`src/sv/g2s_pkg.sv`:
```
package g2s_pkg;

    localparam int MaxResults = 9;
    localparam logic [7:0] Nul = 8'h00;

    typedef struct packed {
        logic [7:0] in_char;
        logic       text_end;
    } in_item_t;

    typedef struct packed {
        logic [7:0] sampa_char;
        logic       run_last;
    } out_item_t;

endpackage

```
`src/sv/g2s_stream_if.sv`:
```
interface g2s_stream_if #(
    parameter type payload_t = g2s_pkg::in_item_t
) ();
    logic     valid;
    logic     ready;
    payload_t payload;

    modport source (output valid, output payload, input ready);
    modport sink (input valid, input payload, output ready);
endinterface

```
`src/sv/grapheme_to_sampa_transcriber.sv`:
```
// Polish grapheme to SAMPA transcriber. Lower-case cp1250 text comes in one byte per
// transfer on text (payload g2s_pkg::in_item_t); SAMPA bytes leave one per transfer on
// sampa (payload g2s_pkg::out_item_t), run_last marking the final byte caused by an
// input byte. Two bytes of lookahead are held, so output lags by two characters until
// a byte with text_end set flushes everything, with NUL seen past the end, and the
// block starts a new text. An accepted byte is converted in the cycle it is taken and
// its zero to nine result bytes go to a result buffer that drains one byte per cycle,
// save while the receiver holds ready low, through an output register. A new input
// byte is taken once the buffer is empty or its last byte moves out, so no new byte is
// taken before the result bytes of the one before have left the buffer. A text_end
// byte flushing three characters yields up to nine bytes, an ordinary byte up to
// three, and some bytes yield nothing.
module grapheme_to_sampa_transcriber (
    input logic          clk,
    input logic          rst_n,
    g2s_stream_if.sink   text,
    g2s_stream_if.source sampa
);
    import g2s_pkg::*;

    localparam int CntW = $clog2(MaxResults + 1);

    typedef struct packed {
        logic [2:0][7:0] ch;
        logic [1:0]      len;
        logic            skip;
    } conv_t;

    function automatic conv_t convert(
        input logic [7:0] cur,
        input logic [7:0] x,
        input logic [7:0] y,
        input logic [7:0] prev,
        input logic       skip,
        input logic       active
    );
        conv_t r;
        r = '0;
        if (active && !skip)
        begin
            case (cur)
                8'hB9: begin r.ch[0] = "o"; r.ch[1] = "~"; r.len = 2'd2; end
                8'hE6: begin r.ch[0] = "t"; r.ch[1] = "s"; r.ch[2] = "'"; r.len = 2'd3; end
                8'hEA: begin r.ch[0] = "e"; r.ch[1] = "~"; r.len = 2'd2; end
                "h":   begin r.ch[0] = "x"; r.len = 2'd1; end
                8'hB3: begin r.ch[0] = "w"; r.len = 2'd1; end
                8'hF1: begin r.ch[0] = "n"; r.ch[1] = "'"; r.len = 2'd2; end
                8'h9C: begin r.ch[0] = "s"; r.ch[1] = "'"; r.len = 2'd2; end
                8'hF3: begin r.ch[0] = "u"; r.len = 2'd1; end
                "w":   begin r.ch[0] = "v"; r.len = 2'd1; end
                "y":   begin r.ch[0] = "I"; r.len = 2'd1; end
                8'h9F: begin r.ch[0] = "z"; r.ch[1] = "'"; r.len = 2'd2; end
                8'hBF: begin r.ch[0] = "Z"; r.len = 2'd1; end
                "a", "e", "o", "i", "u", "j", "p", "b", "t", "g", "f", "m", "l", "k":
                begin
                    r.ch[0] = cur;
                    r.len = 2'd1;
                end
                "c":
                begin
                    if (x == "z")
                    begin
                        r.ch[0] = "t"; r.ch[1] = "S"; r.len = 2'd2; r.skip = 1'b1;
                    end
                    else if (x == "h")
                    begin
                        r.ch[0] = "x"; r.len = 2'd1; r.skip = 1'b1;
                    end
                    else if (x == "i")
                    begin
                        r.ch[0] = "t"; r.ch[1] = "s"; r.ch[2] = "'"; r.len = 2'd3;
                    end
                    else
                    begin
                        r.ch[0] = "t"; r.ch[1] = "s"; r.len = 2'd2;
                    end
                end
                "d":
                begin
                    if (x == "z")
                    begin
                        r.ch[0] = "d"; r.ch[1] = "z"; r.skip = 1'b1;
                        if (y == "i")
                        begin
                            r.ch[2] = "'"; r.len = 2'd3;
                        end
                        else
                        begin
                            r.len = 2'd2;
                        end
                    end
                    else if (x == 8'h9F)
                    begin
                        r.ch[0] = "d"; r.ch[1] = "z"; r.ch[2] = "'"; r.len = 2'd3;
                        r.skip = 1'b1;
                    end
                    else if (x == 8'hBF)
                    begin
                        r.ch[0] = "d"; r.ch[1] = "Z"; r.len = 2'd2; r.skip = 1'b1;
                    end
                    else
                    begin
                        r.ch[0] = "d"; r.len = 2'd1;
                    end
                end
                "n":
                begin
                    if (x == "k")
                    begin
                        r.ch[0] = "N"; r.len = 2'd1;
                    end
                    else if (x == "i")
                    begin
                        r.ch[0] = "n"; r.ch[1] = "'"; r.len = 2'd2;
                    end
                    else
                    begin
                        r.ch[0] = "n"; r.len = 2'd1;
                    end
                end
                "r":
                begin
                    if (x == "z")
                    begin
                        r.ch[0] = "Z"; r.len = 2'd1; r.skip = 1'b1;
                    end
                    else
                    begin
                        r.ch[0] = "r"; r.len = 2'd1;
                    end
                end
                "s":
                begin
                    if (x == "i")
                    begin
                        r.ch[0] = "s"; r.ch[1] = "'"; r.len = 2'd2;
                    end
                    else if (x == "z")
                    begin
                        r.skip = 1'b1;
                        if (prev == "t")
                        begin
                            r.ch[0] = "_"; r.ch[1] = "S"; r.len = 2'd2;
                        end
                        else
                        begin
                            r.ch[0] = "S"; r.len = 2'd1;
                        end
                    end
                    else
                    begin
                        r.ch[0] = "s"; r.len = 2'd1;
                    end
                end
                "z":
                begin
                    if (x == "i")
                    begin
                        r.ch[0] = "z"; r.ch[1] = "'"; r.len = 2'd2; r.skip = 1'b1;
                    end
                    else
                    begin
                        r.ch[0] = "z"; r.len = 2'd1;
                    end
                end
                ".", "!", "?":
                begin
                    r.ch[0] = "_";
                    r.len = 2'd1;
                end
                default:
                begin
                    r = '0;
                end
            endcase
        end
        return r;
    endfunction

    logic [7:0]      prev_char_reg, prev_char_next;
    logic [7:0]      held_reg [2];
    logic [7:0]      held_next [2];
    logic [1:0]      held_count_reg, held_count_next;
    logic            skip_reg, skip_next;

    logic [7:0]      job_reg [MaxResults];
    logic [7:0]      job_next [MaxResults];
    logic [CntW-1:0] job_cnt_reg, job_cnt_next;

    logic            out_valid_reg, out_valid_next;
    logic [7:0]      out_char_reg, out_char_next;
    logic            out_last_reg, out_last_next;

    in_item_t        item;
    out_item_t       result;
    logic            accept;
    logic            move;
    logic [1:0]      cnt;
    logic [1:0]      len;
    logic [7:0]      q0, q1, q2;
    logic            act0, act1, act2;
    conv_t           c0, c1, c2;
    logic [CntW-1:0] total;
    logic [7:0]      packed_bytes [MaxResults];

    assign item = text.payload;
    assign move = (job_cnt_reg != '0) && (!out_valid_reg || sampa.ready);
    assign text.ready = (job_cnt_reg == '0) || ((job_cnt_reg == CntW'(1)) && move);
    assign accept = text.valid && text.ready;

    assign cnt = (held_count_reg == 2'd3) ? 2'd2 : held_count_reg;
    assign len = cnt + 2'd1;
    assign q0 = (cnt == 2'd0) ? item.in_char : held_reg[0];
    assign q1 = (cnt == 2'd0) ? Nul : ((cnt == 2'd1) ? item.in_char : held_reg[1]);
    assign q2 = (cnt == 2'd2) ? item.in_char : Nul;

    assign act0 = item.text_end || (len == 2'd3);
    assign act1 = item.text_end && (len != 2'd1);
    assign act2 = item.text_end && (len == 2'd3);

    assign c0 = convert(q0, q1, q2, prev_char_reg, skip_reg, act0);
    assign c1 = convert(q1, q2, Nul, q0, c0.skip, act1);
    assign c2 = convert(q2, Nul, Nul, q1, c1.skip, act2);

    assign total = CntW'(c0.len) + CntW'(c1.len) + CntW'(c2.len);

    always_comb
    begin
        logic [CntW-1:0] pos;
        logic [CntW-1:0] o1;
        logic [CntW-1:0] o2;
        for (int p = 0; p < MaxResults; p++)
        begin
            pos = CntW'(p);
            o1 = pos - CntW'(c0.len);
            o2 = o1 - CntW'(c1.len);
            if (pos < CntW'(c0.len))
                packed_bytes[p] = c0.ch[pos[1:0]];
            else if (o1 < CntW'(c1.len))
                packed_bytes[p] = c1.ch[o1[1:0]];
            else
                packed_bytes[p] = c2.ch[o2[1:0]];
        end
    end

    always_comb
    begin
        prev_char_next = prev_char_reg;
        held_next = held_reg;
        held_count_next = held_count_reg;
        skip_next = skip_reg;
        if (accept)
        begin
            if (item.text_end)
            begin
                prev_char_next = Nul;
                held_next[0] = Nul;
                held_next[1] = Nul;
                held_count_next = 2'd0;
                skip_next = 1'b0;
            end
            else if (len == 2'd3)
            begin
                prev_char_next = q0;
                skip_next = c0.skip;
                held_next[0] = q1;
                held_next[1] = q2;
                held_count_next = 2'd2;
            end
            else
            begin
                held_next[0] = q0;
                held_next[1] = q1;
                held_count_next = len;
            end
        end
    end

    always_comb
    begin
        job_next = job_reg;
        job_cnt_next = job_cnt_reg;
        if (accept)
        begin
            job_next = packed_bytes;
            job_cnt_next = total;
        end
        else if (move)
        begin
            for (int p = 0; p < MaxResults - 1; p++)
                job_next[p] = job_reg[p + 1];
            job_cnt_next = job_cnt_reg - CntW'(1);
        end
    end

    always_comb
    begin
        out_valid_next = out_valid_reg;
        out_char_next = out_char_reg;
        out_last_next = out_last_reg;
        if (move)
        begin
            out_valid_next = 1'b1;
            out_char_next = job_reg[0];
            out_last_next = (job_cnt_reg == CntW'(1));
        end
        else if (sampa.ready)
        begin
            out_valid_next = 1'b0;
        end
    end

    always_ff @(posedge clk or negedge rst_n)
    begin
        if (!rst_n)
        begin
            prev_char_reg <= '0;
            held_reg[0] <= '0;
            held_reg[1] <= '0;
            held_count_reg <= '0;
            skip_reg <= 1'b0;
            job_cnt_reg <= '0;
            out_valid_reg <= 1'b0;
        end
        else
        begin
            prev_char_reg <= prev_char_next;
            held_reg <= held_next;
            held_count_reg <= held_count_next;
            skip_reg <= skip_next;
            job_cnt_reg <= job_cnt_next;
            out_valid_reg <= out_valid_next;
        end
    end

    // result payload, no reset needed
    always_ff @(posedge clk)
    begin
        job_reg <= job_next;
        out_char_reg <= out_char_next;
        out_last_reg <= out_last_next;
    end

    assign result.sampa_char = out_char_reg;
    assign result.run_last = out_last_reg;
    assign sampa.valid = out_valid_reg;
    assign sampa.payload = result;

endmodule
```
`src/flat_wrapper.sv`:
```
// flat-port wrapper written by rule: the top's interface ports become plain ports
module grapheme_to_sampa_transcriber_flat import g2s_pkg::*;
  (clk, rst_n, text_valid, text_payload, text_ready, sampa_valid, sampa_payload, sampa_ready);
  g2s_stream_if text_i ();
  g2s_stream_if sampa_i ();
  input logic clk;
  input logic rst_n;
  input wire logic [$bits(text_i.valid)-1:0] text_valid;
  input wire logic [$bits(text_i.payload)-1:0] text_payload;
  output wire logic [$bits(text_i.ready)-1:0] text_ready;
  output wire logic [$bits(sampa_i.valid)-1:0] sampa_valid;
  output wire logic [$bits(sampa_i.payload)-1:0] sampa_payload;
  input wire logic [$bits(sampa_i.ready)-1:0] sampa_ready;
  assign text_i.valid = text_valid;
  assign text_i.payload = text_payload;
  assign text_ready = text_i.ready;
  assign sampa_valid = sampa_i.valid;
  assign sampa_payload = sampa_i.payload;
  assign sampa_i.ready = sampa_ready;
  grapheme_to_sampa_transcriber u_core (.clk(clk), .rst_n(rst_n), .text(text_i), .sampa(sampa_i));
endmodule
```
`config.mk`:
```
export PLATFORM = sky130hd
export DESIGN_NAME = grapheme_to_sampa_transcriber_flat
export DESIGN_NICKNAME = d
export VERILOG_FILES = /design/src/sv/g2s_pkg.sv /design/src/sv/g2s_stream_if.sv /design/src/sv/grapheme_to_sampa_transcriber.sv /design/src/flat_wrapper.sv
export SDC_FILE = /design/constraint.sdc
export NUM_CORES = 1
export LEC_CHECK = 0
export BUFFER_PORTS_ARGS = -buffer_cell sky130_fd_sc_hd__buf_2
export CAP_MARGIN = 20
export CORE_MARGIN = 2
export CORE_UTILIZATION = 60
export CTS_CLUSTER_SIZE = 16
export DETAILED_ROUTE_END_ITERATION = 8
export PLACE_DENSITY = 0.81
export SLEW_MARGIN = 40
export SYNTH_ARGS = -nofsm -noshare
export SYNTH_HDL_FRONTEND = slang
export SYNTH_SLANG_ARGS = --single-unit
export TNS_END_PERCENT = 100
```
`constraint.sdc`:
```
create_clock -name clk -period 6.4 [get_ports clk]
set_clock_uncertainty 0.2 [all_clocks]
set_input_delay 0.32 -clock clk [delete_from_list [all_inputs] [get_ports clk]]
set_output_delay 0.32 -clock clk [all_outputs]
set_load 0.1 [all_outputs]
```
* Word level (Yosys, flattened, before mapping)
Index checks and enable logic that the tools add are counted.
** Word-level totals
- Flip-flop bits (word level) :: 113
- Latch bits :: 0
- Memory bits (writable) :: 0
- Bits in read-only memories :: 0
- Output and inout bits :: 11
- Word-level logic and storage cells :: 354
- Memories kept :: 0
** Operators by class
- $add $sub $neg :: 22
- Multiply operators :: 0
- Divide/modulo/power cells :: 0
- Magnitude comparators :: 31
- Equality and inequality tests :: 112
- Shift-type cells :: 0
- Multiplexer cells :: 136
- Bitwise gates (word level) :: 0
- Reductions and logical operators :: 35
** Operators by type and width (number)
- one-hot mux 10 bit (20 select lines) :: 3
- == test 8 x 7 -> 1 bit, second input constant :: 70
- 2-to-1 mux 8 bit :: 48
- binary-select mux 8 bit (select 2 bit) :: 18
- == test 8 bit, second input constant :: 27
- 2-to-1 mux 64 bit :: 2
- one-hot mux 8 bit (8 select lines) :: 2
- 2-to-1 mux 27 bit :: 4
- == test 8 x 6 -> 1 bit, second input constant :: 9
- 2-to-1 mux 18 bit :: 4
- 2-to-1 mux 16 bit :: 4
- 2-to-1 mux 19 bit :: 3
- less-than comparator 2 x 3 -> 1 bit, second input constant :: 18
- one-hot mux 8 bit (3 select lines) :: 2
- 2-to-1 mux 6 bit :: 7
- OR reduction 14 bit :: 3
- 2-to-1 mux 10 bit :: 4
- less-than comparator 4 x 2 -> 1 bit :: 9
- 2-to-1 mux 7 bit :: 4
- one-hot mux 7 bit (3 select lines) :: 1
- 2-to-1 mux 2 bit :: 9
- OR reduction 3 bit :: 6
- subtractor 2 bit :: 9
- 2-to-1 mux 1 bit :: 17
- 26 further kinds :: 53

* Depth between registers and ports, before layout
- Depth after elaboration :: 22
- Gate-level depth with buffers :: 21
- Mapped depth without buffers :: 15

* Least setup slack after synthesis
OpenSTA, ideal clock, no wires.
- Path type :: register to register
- From :: register u_core.out_valid_reg, in the netlist u_core.sampa.valid
- To :: register u_core.job_reg[10] (netlist bit), enable pin
- Setup time :: 424 ps
- Arrival :: 5404 ps
- Data required time :: 5776 ps
- Slack :: 372 ps
- Cell stages (with the launch flop) :: 9
- Path buffers :: 3
- Cell sequence :: dfrtp_1 > nand2b_1 > a21oi_1 > nor3_1 > nand2_1 > buf_4 > buf_4 > clkbuf_1 > nand2_1
** Between the ends
- Cells in the longest elaborated chain, start to end :: 7
** Ends and longest elaborated chain
- start, declared :: RTL line grapheme_to_sampa_transcriber.sv:190 : logic out_valid_reg, out_valid_next;
- start signal, assigned :: RTL line grapheme_to_sampa_transcriber.sv:332 : out_valid_reg <= out_valid_next;
- zero test 1 bit :: RTL line grapheme_to_sampa_transcriber.sv:207 : assign move = (job_cnt_reg != '0) && (!out_valid_reg || sampa.ready);
- logical OR 1 bit :: RTL line grapheme_to_sampa_transcriber.sv:207
- logical AND 1 bit :: RTL line grapheme_to_sampa_transcriber.sv:207
- logical AND 1 bit :: RTL line grapheme_to_sampa_transcriber.sv:208 : assign text.ready = (job_cnt_reg == '0) || ((job_cnt_reg == CntW'(1)) && move);
- logical OR 1 bit :: RTL line grapheme_to_sampa_transcriber.sv:208
- named net text_ready :: RTL line flat_wrapper.sv:10 : output wire logic [$bits(text_i.ready)-1:0] text_ready;
- logical AND 1 bit :: RTL line grapheme_to_sampa_transcriber.sv:209 : assign accept = text.valid && text.ready;
- nonzero test 2 bit (no source line)
- end signal, assigned :: RTL line grapheme_to_sampa_transcriber.sv:339 : job_reg <= job_next;
- end, declared :: RTL line grapheme_to_sampa_transcriber.sv:186 : logic [7:0] job_reg [MaxResults];
The timed path passes the listed nets, and every way through them passes these cells.
A chain may end at the register's enable or synchronous reset.

==> impl_summary.txt <==
----------------------------------------------------
[Outcome]
  Outcome ... finished clean

[Finish]
  Number of flip-flops under the largest register name ... 72
  Inserted Diodes ... 0
  Ratio of cells with drive above 1 in the final layout ... 12.4%
  Post-layout util ... 66.5%
  Area delta synth->final ... 7.66%
  NumNets Final ... 1115
  Post-route non-filler standard cell count ... 1313
  Final non-filler cell area ... 10100 µm²

[Logic synthesis]
  Number of synthesized flops with an enable pin ... 81
  Synthesized area divided by synthesized cell count ... 8.56 µm²
  Number of synthesis warnings ... 0
  Gate Count Post-Synth ... 1100
  Largest area contributor in the netlist ... sky130_fd_sc_hd__edfxtp_1
  Most common library cells after synthesis ... sky130_fd_sc_hd__nand2_1 (140), sky130_fd_sc_hd__nor2_1 (98), sky130_fd_sc_hd__edfxtp_1 (81)
  Net count after synthesis ... 1126
  Ys async rst share ... 28.3%
  Netlist area before placement ... 9420 µm²
  Sequential element share of the synthesized area ... 34.3%
  Cell types occupying the most area after synthesis ... sky130_fd_sc_hd__edfxtp_1 (26%), sky130_fd_sc_hd__dfrtp_1 (8.5%), sky130_fd_sc_hd__nand2_1 (5.6%), sky130_fd_sc_hd__nor2_1 (3.9%), sky130_fd_sc_hd__o21ai_0 (3.7%)
  Count leader, synth ... sky130_fd_sc_hd__nand2_1
  Number of different library cells in the post-synthesis netlist ... 109
  Count of state elements after synthesis ... 113
  Fraction of synthesized cell area taken by the top area cell type ... 25.8%
  Post-synth top flop ... sky130_fd_sc_hd__edfxtp_1

[Detailed routing]
  Number of design-rule violations left by the first detailed-router iteration ... 1864
  Number of iterations in the first detailed-routing pass ... 7
  Via Count ... 9441
  Total detailed-routing wirelength ... 31.4 mm
  Vias per inst ... 7.19
  Number of design rule violations left after detail routing ... 0
  Avg WL per Cell ... 23.9 µm
  Antenna-violating nets left ... 0

[CTS]
  Insertion delay to the later sink of the worst-skew pair ... 0.44 ns
  Number of sinks on the clock net ... 113
  Total CTS buffers ... 17
  Total of hold buffers inserted after clock tree synthesis ... 1
  Clock tree from TritonCTS ... yes
  CTS root buffer ... sky130_fd_sc_hd__clkbuf_16
  CTS HTree Levels ... 4
  Clock-pin slew on the worst setup and hold paths ... 0.06 ns
  Number of buffers inserted by post-CTS setup repair ... 0
  Number of buffers between clock root and the deepest sink ... 2
  CTS-repair resized insts ... 0

[Setup path]
  Req. time, crit path ... 6.38 ns
  Arrival time worst endpoint ... 6.02 ns
  Max stage delay cell, worst path ... sky130_fd_sc_hd__fa_1
  Crit-path max cell delay ... 0.96 ns
  Cell-by-cell trace of the critical path ... or2_1 -> buf_4 -> mux2i_1 -> nand3b_1 -> o22ai_1 -> nor3b_2 -> a41oi_4 -> nor2b_4 -> inv_1 -> ha_1 -> fa_1 -> inv_1 -> a21oi_1 -> o21ba_2 -> a41o_1
  Bufs and invs on worst path ... 3
  Critical path class ... reg2reg
  Maximum fanout along the worst path ... 20
  Cell class contributing the biggest share of worst-path delay ... adder cells
  Most used cell, CP ... sky130_fd_sc_hd__inv_1
  Startpoint type of the worst setup path ... flop
  Kind of capture point of the worst setup path ... flop

[STA]
  Minimum setup slack in the final design ... 0.366 ns
  Slew at the pin with the worst max-slew slack ... 0.848 ns
  Final period utilization ... 94.3%
  Setup repair after global routing missed its margin ... no
  Setup violators final ... 0
  Highest clock rate ... 0.166 GHz
  Number of pins exceeding their max-slew limit in the final report ... 0
  WHS ... 0.0143 ns
  Final worst path period need ... 6.03 ns
  TNS Setup ... 0 ns
  Number of endpoints with negative hold slack in the final report ... 0
  Slew HR ... 43.2%

[Floorplan]
  Starting density of the core ... 61.7%
  Die outline width ... 129 µm
  Die area ... 16700 µm²
  Area of the core ... 15300 µm²
  DIE HEIGHT ... 129 µm
  Number of cell rows ... 45
  Ports placed on the boundary ... 24

[Pwr]
  VDD IR max ... 0.282 mV
  Total power density per cell area ... 426 nW/µm²
  Post-layout total power ... 4.32 mW
  Leakage power total ... 3.78 nW

[GRT]
  First-pass GRT wire length ... 48.4 mm
  All-Layer GR Usage ... 38.2%
  Overflow left after global routing ... 0
  Maximum number of pins on one net before global-route repair ... 72
  Vias in the first global route ... 8580
  Antenna violations before repair ... 0

[Place]
  Worst slack after detailed placement ... 0.583 ns
  Dpl cells ... 1280
  Placed cell areas ... 9530 µm²
  # port buffers ... 23
  Final RePlAce weighted congestion ... 1.09
  DP HPWL ... 22.2 mm

[Hold path]
  Kind of path behind the tightest hold check ... in2reg

[Flow run]
  Max Cap Viol ... 0

----------------------------------------------------
[kinds of logic (layout without fill, tap and decap cells)]
kind of cell             after synthesis  in the layout  share of synthesized area, %
AND/OR/NAND/NOR                      494            494                          27.4
multiplexers                          47             47                          5.43
AO/OA/AOI/OAI                        331            331                          24.7
flip-flops                           113            113                          34.3
XOR/XNOR                               5              5                         0.664
other                                  1              1                        0.0398
buffers and inverters                 96             98                          5.41
adder cells (fa/ha/maj)               13             13                          2.05
[final timing paths]
path	slack [ns]	start	end	cells past startpoint
worst min-delay path	0.01	text_payload[7]	u_core.held_reg[6]$_DFFE_PN0P_	3
worst max-delay path	0.37	u_core.held_count_reg[1]$_DFFE_PN0P_	u_core.job_reg[66]$_DFFE_PP_	15
max in group asynchronous	5.51	rst_n	u_core.held_count_reg[1]$_DFFE_PN0P_	2
worst min register to register	0.22	u_core.job_reg[68]$_DFFE_PP_	u_core.out_char_reg[4]$_DFFE_PP_	0
min in group asynchronous	0.16	rst_n	u_core.held_reg[0]$_DFFE_PN0P_	2
worst max register to register	0.37	u_core.held_count_reg[1]$_DFFE_PN0P_	u_core.job_reg[66]$_DFFE_PP_	15
[layer usage]
layer / wire length [µm] / share of wire [%] / track usage, % / up-vias
li1: - / - / - / 4164
met1: 12700 / 41 / 54.1 / 4384
met2: 13000 / 42 / 54.1 / 770
met3: 4510 / 14 / 12.6 / 123
met4: 1110 / 3.5 / 14.6 / 0
met5: 0 / 0 / 0 / -
[placed cells by master, fill, tap and decap left out, drive strengths merged, types with 16 or more instances in the layout]
cell / netlist / final
inv: 21 / 29
clkbuf: 41 / 17
a22oi: 16 / 16
nand2: 143 / 143
a21oi: 54 / 54
nor3: 28 / 28
mux2i: 36 / 36
nand3: 46 / 46
nand4: 20 / 20
dfrtp: 32 / 32
o31ai: 19 / 19
edfxtp: 81 / 81
and2: 17 / 17
o21a: 17 / 17
a31oi: 23 / 23
buf: 32 / 42
o21ai: 80 / 80
nand2b: 29 / 29
nor2: 100 / 100
[final cells by class]
type                            count  area (µm²)
Clock buffer                       17         425
Clock inverter                     15         170
Fill cell                        1254        5120
Inverter                           23        87.6
Multi-Input combinational cell    891        5690
Sequential cell                   113        3230
Tap cell                          211         264
Timing Repair Buffer               43         270
[tightest hold or removal path, stage by stage]
cell and delay [ns]:
sky130_fd_sc_hd__buf_2 0.16, sky130_fd_sc_hd__nand3_1 0.08, sky130_fd_sc_hd__nand2_1 0.05
[power by group]
part	internal (mW)	switching [mW]	leakage [nW]	total [mW]
sequential	1.27	0.196	1.19	1.47
clock	0.584	0.406	0.293	0.990
combinational	0.565	1.30	2.29	1.86
total	2.42	1.90	3.78	4.32
No activity file was read; power rests on OpenSTA's default activity.
